`src/hw/rtl/lsr_pkg.sv`:
```
// Shared types and constants for the L-system symbol rewriter.
package lsr_pkg;

  localparam int unsigned SYM_W      = 8;
  localparam int unsigned LEN_W      = 4;
  localparam int unsigned TEXT_W     = 64;
  localparam int unsigned MODE_W     = 2;
  localparam int unsigned IN_TDATA_W = 80;
  localparam int unsigned SYM_LSB    = 0;
  localparam int unsigned LEN_LSB    = SYM_LSB + SYM_W;
  localparam int unsigned TEXT_LSB   = LEN_LSB + LEN_W;

  localparam logic [MODE_W-1:0] MODE_EXPAND   = 2'd0;
  localparam logic [MODE_W-1:0] MODE_WRITE    = 2'd1;
  localparam logic [MODE_W-1:0] MODE_CLEAR    = 2'd2;
  localparam logic [MODE_W-1:0] MODE_RESERVED = 2'd3;

  typedef enum logic [1:0] {
    ST_IDLE,
    ST_SEARCH,
    ST_EMIT,
    ST_RESP
  } lsr_state_e;

  typedef struct packed {
    logic [SYM_W-1:0] sym;
    logic             last;
    logic             status;
  } lsr_result_t;

endpackage

```
`src/hw/rtl/lsystem_symbol_rewriter.sv`:
```
// Top level of the L-system symbol rewriter: rule tables and lookup sequencer.
//
// One pass of D0L rewriting against a table of up to MAX_RULES rules held in
// two RAMs (keys, and length plus text). One item is in flight at a time. An
// expand or rule write is accepted, then scans the key RAM one entry per cycle
// over up to rule_count entries, then emits the rule's characters, or an
// acknowledgement or a pass-through symbol. A clear goes from acceptance
// straight to its acknowledgement. The key RAM read port, read once per cycle,
// sets the search length. Results sit in an output register, so a waiting
// result does not stall the lookup that follows. No clearing pass runs after
// reset.
module lsystem_symbol_rewriter #(
  parameter int unsigned MAX_RULES   = 16,
  parameter int unsigned MAX_SUB_LEN = 8
) (
  input  logic                          clk_i,
  input  logic                          rst_ni,
  input  logic                          s_axis_tvalid_i,
  output logic                          s_axis_tready_o,
  // [7:0] symbol, [11:8] sub_length, [75:12] sub_text, [79:76] zero
  input  logic [lsr_pkg::IN_TDATA_W-1:0] s_axis_tdata_i,
  // [1:0] mode
  input  logic [lsr_pkg::MODE_W-1:0]     s_axis_tuser_i,
  output logic                          m_axis_tvalid_o,
  input  logic                          m_axis_tready_i,
  // [7:0] out_symbol
  output logic [7:0]                    m_axis_tdata_o,
  output logic                          m_axis_tlast_o,
  // [0] status
  output logic [0:0]                    m_axis_tuser_o
);
  import lsr_pkg::*;

  localparam int unsigned IW  = (MAX_RULES > 1) ? $clog2(MAX_RULES) : 1;
  localparam int unsigned CW  = $clog2(MAX_RULES + 1);
  localparam int unsigned TW  = 8 * MAX_SUB_LEN;
  localparam int unsigned DW  = LEN_W + TW;
  localparam int unsigned EIW = (MAX_SUB_LEN > 1) ? $clog2(MAX_SUB_LEN) : 1;

  lsr_state_e state_q, state_d;

  logic [MODE_W-1:0] mode_q, mode_d;
  logic [SYM_W-1:0]  sym_q, sym_d;
  logic [LEN_W-1:0]  len_q, len_d;
  logic [TW-1:0]     text_q, text_d;
  logic [IW-1:0]     idx_q, idx_d;
  logic [CW-1:0]     count_q, count_d;
  logic [EIW-1:0]    emit_q, emit_d;
  logic [SYM_W-1:0]  resp_sym_q, resp_sym_d;
  logic              resp_status_q, resp_status_d;

  logic [SYM_W-1:0]  in_sym;
  logic [LEN_W-1:0]  in_len, in_len_sat;
  logic              s_fire;

  logic              ram_re;
  logic [IW-1:0]     ram_raddr;
  logic              key_we, data_we;
  logic [IW-1:0]     ram_waddr;
  logic [SYM_W-1:0]  key_rdata;
  logic [DW-1:0]     data_rdata;
  logic [LEN_W-1:0]  rd_len;

  logic              hit, at_end, full, emit_last;
  logic              push, out_ready;
  lsr_result_t       res;

  assign in_sym     = s_axis_tdata_i[SYM_LSB +: SYM_W];
  assign in_len     = s_axis_tdata_i[LEN_LSB +: LEN_W];
  assign in_len_sat = (in_len > LEN_W'(MAX_SUB_LEN)) ? LEN_W'(MAX_SUB_LEN) : in_len;
  assign s_axis_tready_o = (state_q == ST_IDLE);
  assign s_fire     = s_axis_tvalid_i && s_axis_tready_o;

  assign rd_len    = data_rdata[DW-1 -: LEN_W];
  assign hit       = (count_q != '0) && (key_rdata == sym_q);
  assign at_end    = (count_q == '0) || ((CW'(idx_q) + CW'(1)) == count_q);
  assign full      = (count_q == CW'(MAX_RULES));
  assign emit_last = ((LEN_W'(emit_q) + LEN_W'(1)) == len_q);

  lsr_ram #(.WIDTH(SYM_W), .DEPTH(MAX_RULES)) u_key_ram (
    .clk_i   (clk_i),
    .we_i    (key_we),
    .waddr_i (ram_waddr),
    .wdata_i (sym_q),
    .re_i    (ram_re),
    .raddr_i (ram_raddr),
    .rdata_o (key_rdata)
  );

  lsr_ram #(.WIDTH(DW), .DEPTH(MAX_RULES)) u_data_ram (
    .clk_i   (clk_i),
    .we_i    (data_we),
    .waddr_i (ram_waddr),
    .wdata_i ({len_q, text_q}),
    .re_i    (ram_re),
    .raddr_i (ram_raddr),
    .rdata_o (data_rdata)
  );

  lsr_out_reg u_out (
    .clk_i           (clk_i),
    .rst_ni          (rst_ni),
    .push_i          (push),
    .res_i           (res),
    .ready_o         (out_ready),
    .m_axis_tvalid_o (m_axis_tvalid_o),
    .m_axis_tready_i (m_axis_tready_i),
    .m_axis_tdata_o  (m_axis_tdata_o),
    .m_axis_tlast_o  (m_axis_tlast_o),
    .m_axis_tuser_o  (m_axis_tuser_o)
  );

  // next state
  always_comb begin
    state_d = state_q;
    unique case (state_q)
      ST_IDLE: begin
        if (s_fire) begin
          if (s_axis_tuser_i == MODE_EXPAND || s_axis_tuser_i == MODE_WRITE) begin
            state_d = ST_SEARCH;
          end else if (s_axis_tuser_i == MODE_CLEAR) begin
            state_d = ST_RESP;
          end
        end
      end
      ST_SEARCH: begin
        if (hit && mode_q == MODE_EXPAND) begin
          state_d = (rd_len != '0) ? ST_EMIT : ST_IDLE;
        end else if (hit || at_end) begin
          state_d = ST_RESP;
        end
      end
      ST_EMIT: begin
        if (out_ready && emit_last) begin
          state_d = ST_IDLE;
        end
      end
      ST_RESP: begin
        if (out_ready) begin
          state_d = ST_IDLE;
        end
      end
      default: state_d = ST_IDLE;
    endcase
  end

  // datapath and outputs
  always_comb begin
    mode_d        = mode_q;
    sym_d         = sym_q;
    len_d         = len_q;
    text_d        = text_q;
    idx_d         = idx_q;
    count_d       = count_q;
    emit_d        = emit_q;
    resp_sym_d    = resp_sym_q;
    resp_status_d = resp_status_q;
    ram_re        = 1'b0;
    ram_raddr     = '0;
    key_we        = 1'b0;
    data_we       = 1'b0;
    ram_waddr     = idx_q;
    push          = 1'b0;
    res           = '{sym: '0, last: 1'b1, status: 1'b0};
    unique case (state_q)
      ST_IDLE: begin
        if (s_fire) begin
          mode_d        = s_axis_tuser_i;
          sym_d         = in_sym;
          len_d         = in_len_sat;
          text_d        = s_axis_tdata_i[TEXT_LSB +: TW];
          idx_d         = '0;
          ram_re        = 1'b1;
          resp_sym_d    = '0;
          resp_status_d = 1'b0;
          if (s_axis_tuser_i == MODE_CLEAR) begin
            count_d = '0;
          end
        end
      end
      ST_SEARCH: begin
        ram_re    = 1'b1;
        ram_raddr = IW'(CW'(idx_q) + CW'(1));
        if (hit) begin
          if (mode_q == MODE_EXPAND) begin
            len_d  = rd_len;
            text_d = data_rdata[TW-1:0];
            emit_d = '0;
          end else begin
            data_we = 1'b1;
          end
        end else if (at_end) begin
          if (mode_q == MODE_EXPAND) begin
            resp_sym_d = sym_q;
          end else if (full) begin
            resp_status_d = 1'b1;
          end else begin
            ram_waddr = count_q[IW-1:0];
            key_we    = 1'b1;
            data_we   = 1'b1;
            count_d   = count_q + CW'(1);
          end
        end else begin
          idx_d = IW'(CW'(idx_q) + CW'(1));
        end
      end
      ST_EMIT: begin
        push     = out_ready;
        res.sym  = text_q[8*emit_q +: 8];
        res.last = emit_last;
        if (out_ready) begin
          emit_d = emit_q + EIW'(1);
        end
      end
      ST_RESP: begin
        push       = out_ready;
        res.sym    = resp_sym_q;
        res.status = resp_status_q;
      end
      default: begin
      end
    endcase
  end

  always_ff @(posedge clk_i or negedge rst_ni) begin
    if (!rst_ni) begin
      state_q <= ST_IDLE;
      count_q <= '0;
    end else begin
      state_q <= state_d;
      count_q <= count_d;
    end
  end

  always_ff @(posedge clk_i) begin
    mode_q        <= mode_d;
    sym_q         <= sym_d;
    len_q         <= len_d;
    text_q        <= text_d;
    idx_q         <= idx_d;
    emit_q        <= emit_d;
    resp_sym_q    <= resp_sym_d;
    resp_status_q <= resp_status_d;
  end

endmodule

```
`src/hw/rtl/lsr_ram.sv`:
```
// Generic simple dual-port RAM with registered read.
module lsr_ram #(
  parameter int unsigned WIDTH = 8,
  parameter int unsigned DEPTH = 16
) (
  input  logic                                    clk_i,
  input  logic                                    we_i,
  input  logic [((DEPTH > 1) ? $clog2(DEPTH) : 1)-1:0] waddr_i,
  input  logic [WIDTH-1:0]                        wdata_i,
  input  logic                                    re_i,
  input  logic [((DEPTH > 1) ? $clog2(DEPTH) : 1)-1:0] raddr_i,
  output logic [WIDTH-1:0]                        rdata_o
);

  logic [WIDTH-1:0] mem [DEPTH];
  logic [WIDTH-1:0] rdata_q;

  always_ff @(posedge clk_i) begin
    if (we_i) begin
      mem[waddr_i] <= wdata_i;
    end
    if (re_i) begin
      rdata_q <= mem[raddr_i];
    end
  end

  assign rdata_o = rdata_q;

endmodule

```
`src/hw/rtl/lsr_out_reg.sv`:
```
// Output register stage for result transactions.
module lsr_out_reg (
  input  logic                clk_i,
  input  logic                rst_ni,
  input  logic                push_i,
  input  lsr_pkg::lsr_result_t res_i,
  output logic                ready_o,
  output logic                m_axis_tvalid_o,
  input  logic                m_axis_tready_i,
  output logic [7:0]          m_axis_tdata_o,
  output logic                m_axis_tlast_o,
  output logic [0:0]          m_axis_tuser_o
);
  import lsr_pkg::*;

  logic        valid_q, valid_d;
  lsr_result_t res_q, res_d;

  assign ready_o = !valid_q || m_axis_tready_i;

  always_comb begin
    valid_d = valid_q;
    res_d   = res_q;
    if (ready_o) begin
      valid_d = push_i;
      if (push_i) begin
        res_d = res_i;
      end
    end
  end

  always_ff @(posedge clk_i or negedge rst_ni) begin
    if (!rst_ni) begin
      valid_q <= 1'b0;
    end else begin
      valid_q <= valid_d;
    end
  end

  always_ff @(posedge clk_i) begin
    res_q <= res_d;
  end

  assign m_axis_tvalid_o = valid_q;
  assign m_axis_tdata_o  = res_q.sym;
  assign m_axis_tlast_o  = res_q.last;
  assign m_axis_tuser_o  = res_q.status;

endmodule

```
`config.mk`:
```
export PLATFORM = sky130hd
export DESIGN_NAME = lsystem_symbol_rewriter
export DESIGN_NICKNAME = d
export VERILOG_FILES = /design/src/hw/rtl/lsr_pkg.sv /design/src/hw/rtl/lsystem_symbol_rewriter.sv /design/src/hw/rtl/lsr_ram.sv /design/src/hw/rtl/lsr_out_reg.sv
export SDC_FILE = /design/constraint.sdc
export NUM_CORES = 2
export LEC_CHECK = 0
export BUFFER_PORTS_ARGS = -buffer_cell sky130_fd_sc_hd__buf_2
export CORE_ASPECT_RATIO = 1.2
export CORE_UTILIZATION = 55
export DETAILED_ROUTE_END_ITERATION = 10
export PLACE_DENSITY = 0.83
export SKIP_LAST_GASP = 1
export SYNTH_ARGS = -nofsm -noshare
export SYNTH_HDL_FRONTEND = slang
export SYNTH_SLANG_ARGS = --single-unit
```
`constraint.sdc`:
```
create_clock -name clk_i -period 10.43 [get_ports clk_i]
set_input_delay 2.086 -clock clk_i [delete_from_list [all_inputs] [get_ports clk_i]]
set_output_delay 2.086 -clock clk_i [all_outputs]
set_load 0.005 [all_outputs]
```
# Yosys cells after proc, flatten, opt, wreduce, memory -nomap -nowiden
# Memory sizes are Yosys's and may differ from the RTL's. A register that Yosys moved wholly into a read port is not among the register bits.
# Cells that the tools add are included.
# classes
n_addsub	4
n_lt_le_gt_ge	1
eq_ne	24
shifts	1
n_mux	66
reduce_logical	27
# op_table
operator	count
two-way mux 64 bit	3
one-hot mux 64 bit (2 select lines)	1
indexed part select 64 x 7 -> 8 bit	1
two-way mux 4 bit	13
two-way mux 8 bit	4
one-hot mux 8 bit (2 select lines)	2
two-way mux 5 bit	6
inequality test 2 bit (second input constant)	11
two-way mux 1 bit	19
two-way mux 2 bit	8
one-hot mux 4 bit (2 select lines)	2
AND reduction 4 bit	3
one-hot mux 5 bit (2 select lines)	1
AND reduction 5 bit	2
two-way mux 3 bit	3
== test 8 bit	1
one-hot mux 2 bit (4 select lines)	1
AND reduction 7 bit	1
== test 2 bit (second input constant)	3
zero test 2 bit	3
one-hot mux 3 bit (2 select lines)	1
AND reduction 6 bit	1
adder 4 x 1 -> 5 bit (second input constant)	1
adder 5 x 1 -> 5 bit (second input constant)	1
20 further kinds	31
# totals
ff_bits	112
mem_bits_rw	1216
elab_cells	139
mem_count	2
# mem_list
memory	depth	word_bits	read_ports	rd_ports_with_merged_regs	write_ports	line	source
u_data_ram.mem	16	68	1	1	1	lsr_ram.sv:15	logic [WIDTH-1:0] mem [DEPTH];
u_key_ram.mem	16	8	1	1	1	lsr_ram.sv:15	

# Depth between registers and ports, before layout
# logic_depth
depth_word	8
depth_mapped	13
depth_no_buf	8

# Cells and area by module
# From an unflattened synthesis, not the netlist that was laid out.
# hier_totals
hier_cells	2512
hier_area_um2	53686.5
# by_module_without_submodules
mod	instances	cells_per_inst	area_per_inst_um2	seq_area_each_um2
lsr_ram (u_data_ram)	1	1750	42663.4	34713.3
lsystem_symbol_rewriter	1	519	5441.5	2997.9
lsr_ram (u_key_ram)	1	229	5227.5	4083.9
lsr_out_reg	1	14	354.1	325.3

# Worst setup path after synthesis
# No wires, ideal clock.
# synth_path
kind	reg-to-reg
from	reg count_q[1]
to	mem u_data_ram.mem[15][0] in the netlist's numbering, enable pin
setup_time_ps	596
arrival_ps	7184
setup_slack_ps	2650
path_stages_with_launch	12
n_path_buf	3
cell_sequence	dfrtp_1 -> clkbuf_1 -> inv_1 -> ha_1 -> or4b_1 -> buf_6 -> nand3_2 -> o31a_1 -> nand3_2 -> clkbuf_1 -> nand3_1 -> a211oi_1
# synth_via
elab_chain_cells	8
elab_cells_between_ends	18
# synth_rtl
item	line	source
from (decl)	lsystem_symbol_rewriter.sv:47	logic [CW-1:0] count_q, count_d;
from (signal assigned)	lsystem_symbol_rewriter.sv:231	count_q <= count_d;
== test 5 bit	lsystem_symbol_rewriter.sv:77	assign full = (count_q == CW'(MAX_RULES));
two-way mux 1 bit	lsystem_symbol_rewriter.sv:195	end else if (full) begin
two-way mux 1 bit	lsystem_symbol_rewriter.sv:193	if (mode_q == MODE_EXPAND) begin
two-way mux 1 bit	lsystem_symbol_rewriter.sv:192	end else if (at_end) begin
two-way mux 1 bit	lsystem_symbol_rewriter.sv:184	if (hit) begin
two-way mux 1 bit	lsystem_symbol_rewriter.sv:165	unique case (state_q)
two-way mux 1 bit	lsr_ram.sv:19	if (we_i) begin
two-way mux 1 bit (implied by the code)	lsr_ram.sv:20	mem[waddr_i] <= wdata_i;
to (decl)	lsr_ram.sv:15	
# Several ways; a longest one is shown, not always the timed one.

# Worst setup path after layout
# layout_path
from	reg state_q[1]
to	reg u_data_ram.rdata_q[38], in the netlist u_data_ram.rdata_o[38] (read register of u_data_ram.mem) (data pin)
# layout_via
elab_chain_cells	4
elab_cells_between_ends	6
# layout_rtl
item	line	source
from (decl)	lsystem_symbol_rewriter.sv:40	lsr_state_e state_q, state_d;
from (signal assigned)	lsystem_symbol_rewriter.sv:230	state_q <= state_d;
zero test 2 bit	lsystem_symbol_rewriter.sv:71, lsystem_symbol_rewriter.sv:165	
logical AND 1 bit	lsystem_symbol_rewriter.sv:72	assign s_fire = s_axis_tvalid_i && s_axis_tready_o;
two-way mux 1 bit	lsystem_symbol_rewriter.sv:167	if (s_fire) begin
one-hot mux 1 bit (2 select lines)	lsystem_symbol_rewriter.sv:165	
to (decl)	lsr_ram.sv:16	logic [WIDTH-1:0] rdata_q;
# Several ways; a longest one is shown, not always the timed one.
# A chain may end at the register's enable or synchronous reset.

==> reports/qor.csv <==
metric,value,unit
finalSetupTns,0,ns
max_stage_delay,0.89,ns
setup_viol,0,
path_class,reg2reg,
io_buffers,93,
fill_cells,6360,
grt_pass1_wl,186400,um
root_buffer,clkbuf_16,
use_met2,42.12,%
finalInstanceArea,60780,sq um
synth-edff-count,1396,
period_minus_slack,5.629,ns
power.total,17.07,mW
final_core_utilization,61.69,%
core_area,98530,sq um
vias,29052,
path_delay_family,buffers and inverters,
maxCapViolCount,0,
fp.dieH,347.8,um
rsz0062_at_grt,false,
grt_start_max_net_pins,188,
synth_adder_area_share,0.09131,%
placed_cell_area,56650,sq um
maxSlewViolCount,0,
wl,128700,um
status,completed,
pwr_density_cell,280.9,nW/um^2
fin_ws,4.801,ns
avgRoutedWirePerCell,29.10,um
yosys_warnings,0,
synth_top_family_by_area,multiplexers,
hpwl,64450,um
cpMostUsedCell,buf_4,
instances_no_fill,4422,
synth-compound-area-share,4.625,%
start_kind,flip-flop,
avgSynthCellArea,18.67,sq um
finalCritPeriodShare,53.97,%
critPathArrivalTime,6.18,ns
end_kind,flip-flop,
nets,3129,
start_util,55.63,%
cts-resized-gates,0,
cts_tree,done,
met1_usage,32.84,%
finalHoldViolCount,0,
dp_slack,4.975,ns
hold_start,u_data_ram.rdata_o[3],
grt_use_total,25.43,%
post_cts_buffers,0,
drive_gt1_share,17.22,%
clockBufferDepth,3,
h-tree-depth,4,
cp_slowest_cell,buf_4,
cts_buffers,130,
required,10.98,ns
clock_skew,0.03739,ns
async_flop_share,0.5698,%
dr.pass1.iters,6,
ir_drop,0.2811,mV
timing.rr.start,state_q[1],
yosysSeqAreaShare,76.85,%
synthMuxAreaShare,13.37,%
cp_max_fo,131,
r2r_end,u_data_ram.rdata_o[38],
holdPathEnd,text_q[3],
synthSimpleGateAreaFrac,3.075,%
ff2ff_setup_slack,4.80,ns
synthToLayoutAreaGrowth,10.90,%
post_synth_xor_area_fraction,0.3036,%
hold_slack,0.5119,ns
dieWidth,290.2,um
ios,98,
worstSkewPairLatency,0.74,ns
crit_chain,nand2b_4 -> inv_4 -> nand2b_1 -> buf_4 -> inv_8 -> buf_4 -> buf_4 -> o22ai_1 -> mux4_2 -> mux2i_1,
clk_pin_slew,0.07,ns
vias_per_cell,6.570,
grt_pass1_vias,28981,
whs_path_depth,2,
worstMarginPinSlew,1.239,ns
synth_fp_nets,3026,
synth_cells,2936,
cts.sinks,1404,
place_congestion,0.8593,
p_leak,19.32,nW
overflow,0,
dp.cells,4187,
drt-initial-drc-count,3884,
min_path_type,reg2reg,
synth_ff_type,edfxtp_1,
postRouteAntennaNets,0,
ctsHoldBuffers,0,
rr_worst_depth,10,
synth_seq_cells,1404,
rows,126,
synth.distinct_cells,61,
drc_errors,0,
grt_most_used_layer,met2,
fmax,177.6,MHz
antenna_found_initial,1,
syn_area,54810,sq um
dieArea,100900,sq um
relSlewSlack,16.79,%
gr-usage-met3,4.642,%
path_buf_inv,5,
[sequential cells by signal, summed over array words and instances (netlist names), 3 cells and up]
signal	flops
u_out.m_axis_tdata_o	8
idx_q	4
u_key_ram.mem	128
len_q	4
emit_q	3
resp_sym_q	8
u_data_ram.mem	1088
count_q	5
u_data_ram.rdata_o	68
sym_q	8
text_q	64
u_key_ram.rdata_o	8
[layer usage]
metal | share of wire, % | vias to the layer above
met5 | 0.010 | -
met4 | 4.6 | 2
met3 | 9.8 | 355
met2 | 49 | 1853
met1 | 36 | 14743
li1 | - | 12099
[layout make-up]
class	count	area [sq um]	share of cell area [%]
antenna	1	2.502	0.004117
clock buffer	155	3411	5.611
clock inverter	79	719.4	1.184
inverter	12	55.05	0.09057
multi-input combinational	1337	11920	19.62
sequential	1404	42120	69.30
tap	1280	1602	2.635
timing repair buffer	154	948.4	1.560
[cells by family (layout without fill, tap and decap cells)]
family                   count (synthesis)  in the layout
AO/OA/AOI/OAI                          385            385
buffers and inverters                  195            400
AND/OR/NAND/NOR                        388            388
other                                    0              1
XOR/XNOR                                19             19
flip-flops                            1404           1404
adder cells (fa/ha/maj)                  4              4
multiplexers                           541            541
[synth_stat cells (3+ instances only)]
cell	instances	area (sq um)
a211oi_1	28	210.2
a21oi_1	20	100.1
a311oi_1	11	96.34
a31oi_1	12	75.07
and2_1	10	62.56
and3_1	3	18.77
buf_1	10	37.54
buf_2	62	310.3
buf_4	28	210.2
clkbuf_1	81	304.0
dfrtp_1	8	200.2
edfxtp_1	1396	41920
ha_1	4	50.05
inv_1	9	33.78
inv_2	3	11.26
mux2_2	18	202.7
mux2i_1	372	3724
mux4_2	151	3401
nand2_1	263	987.2
nand2b_1	7	43.79
nand3_1	7	35.03
nand3b_1	3	22.52
nand4_1	5	31.28
nor2_1	33	123.9
nor2b_1	21	131.4
nor3_1	20	100.1
nor4_1	4	25.02
o21ai_0	6	30.03
o22ai_1	276	1727
o31a_1	4	35.03
o31ai_1	10	75.07
xnor2_1	14	122.6
xor2_1	5	43.79
[cell usage in the layout (no fill, tap or decap), types with 6 or more instances in the layout]
master        n
nor2_1       25
mux2_2       18
o22ai_1     276
nor3_1       10
mux4_2      151
a31oi_1      12
nor3_2       10
nand2_1     260
dfrtp_1       8
nor2b_1      21
buf_4        59
a21oi_1      20
clkbuf_16   133
edfxtp_1   1396
buf_2        93
clkinv_2     22
xnor2_1      14
nand3_1       7
clkinv_1     31
and2_1       10
a211oi_1     27
mux2i_1     372
inv_1         9
o21ai_0       6
nand2b_1      6
a311oi_1     11
bufinv_16    10
o31ai_1      10
nor2_4        9
clkbuf_1     22
[worst register-to-register path, cell delays in order, from the launching register on]
cell	delay, ns
dfrtp_1	0.49
nand2b_4	0.23
inv_4	0.41
nand2b_1	0.26
buf_4	0.33
inv_8	0.75
buf_4	1.00
buf_4	0.90
o22ai_1	0.33
mux4_2	0.53
mux2i_1	0.21
[worst max-delay path by stage]
| stage | start | to | slack [ns] | depth (start not counted) |
|---|---|---|---|---|
| after floorplan | count_q[1] | u_data_ram.mem[15][0] | 2.65 | 11 |
| after global routing | state_q[1] | u_data_ram.rdata_o[38] | 4.68 | 10 |
| after global placement | idx_q[0] | u_data_ram.mem[8][45] | 5.17 | 9 |
| after CTS | state_q[1] | u_data_ram.rdata_o[38] | 4.90 | 10 |
| after detailed placement | state_q[1] | u_data_ram.rdata_o[38] | 4.98 | 10 |
| final | state_q[1] | u_data_ram.rdata_o[38] | 4.80 | 10 |
[power breakdown]
group	internal, mW	switching [mW]
sequential	7.12	0.456
combinational	1.92	2.94
clock	2.60	2.04
total	11.6	5.43
Power figures use the tool's default switching activity.
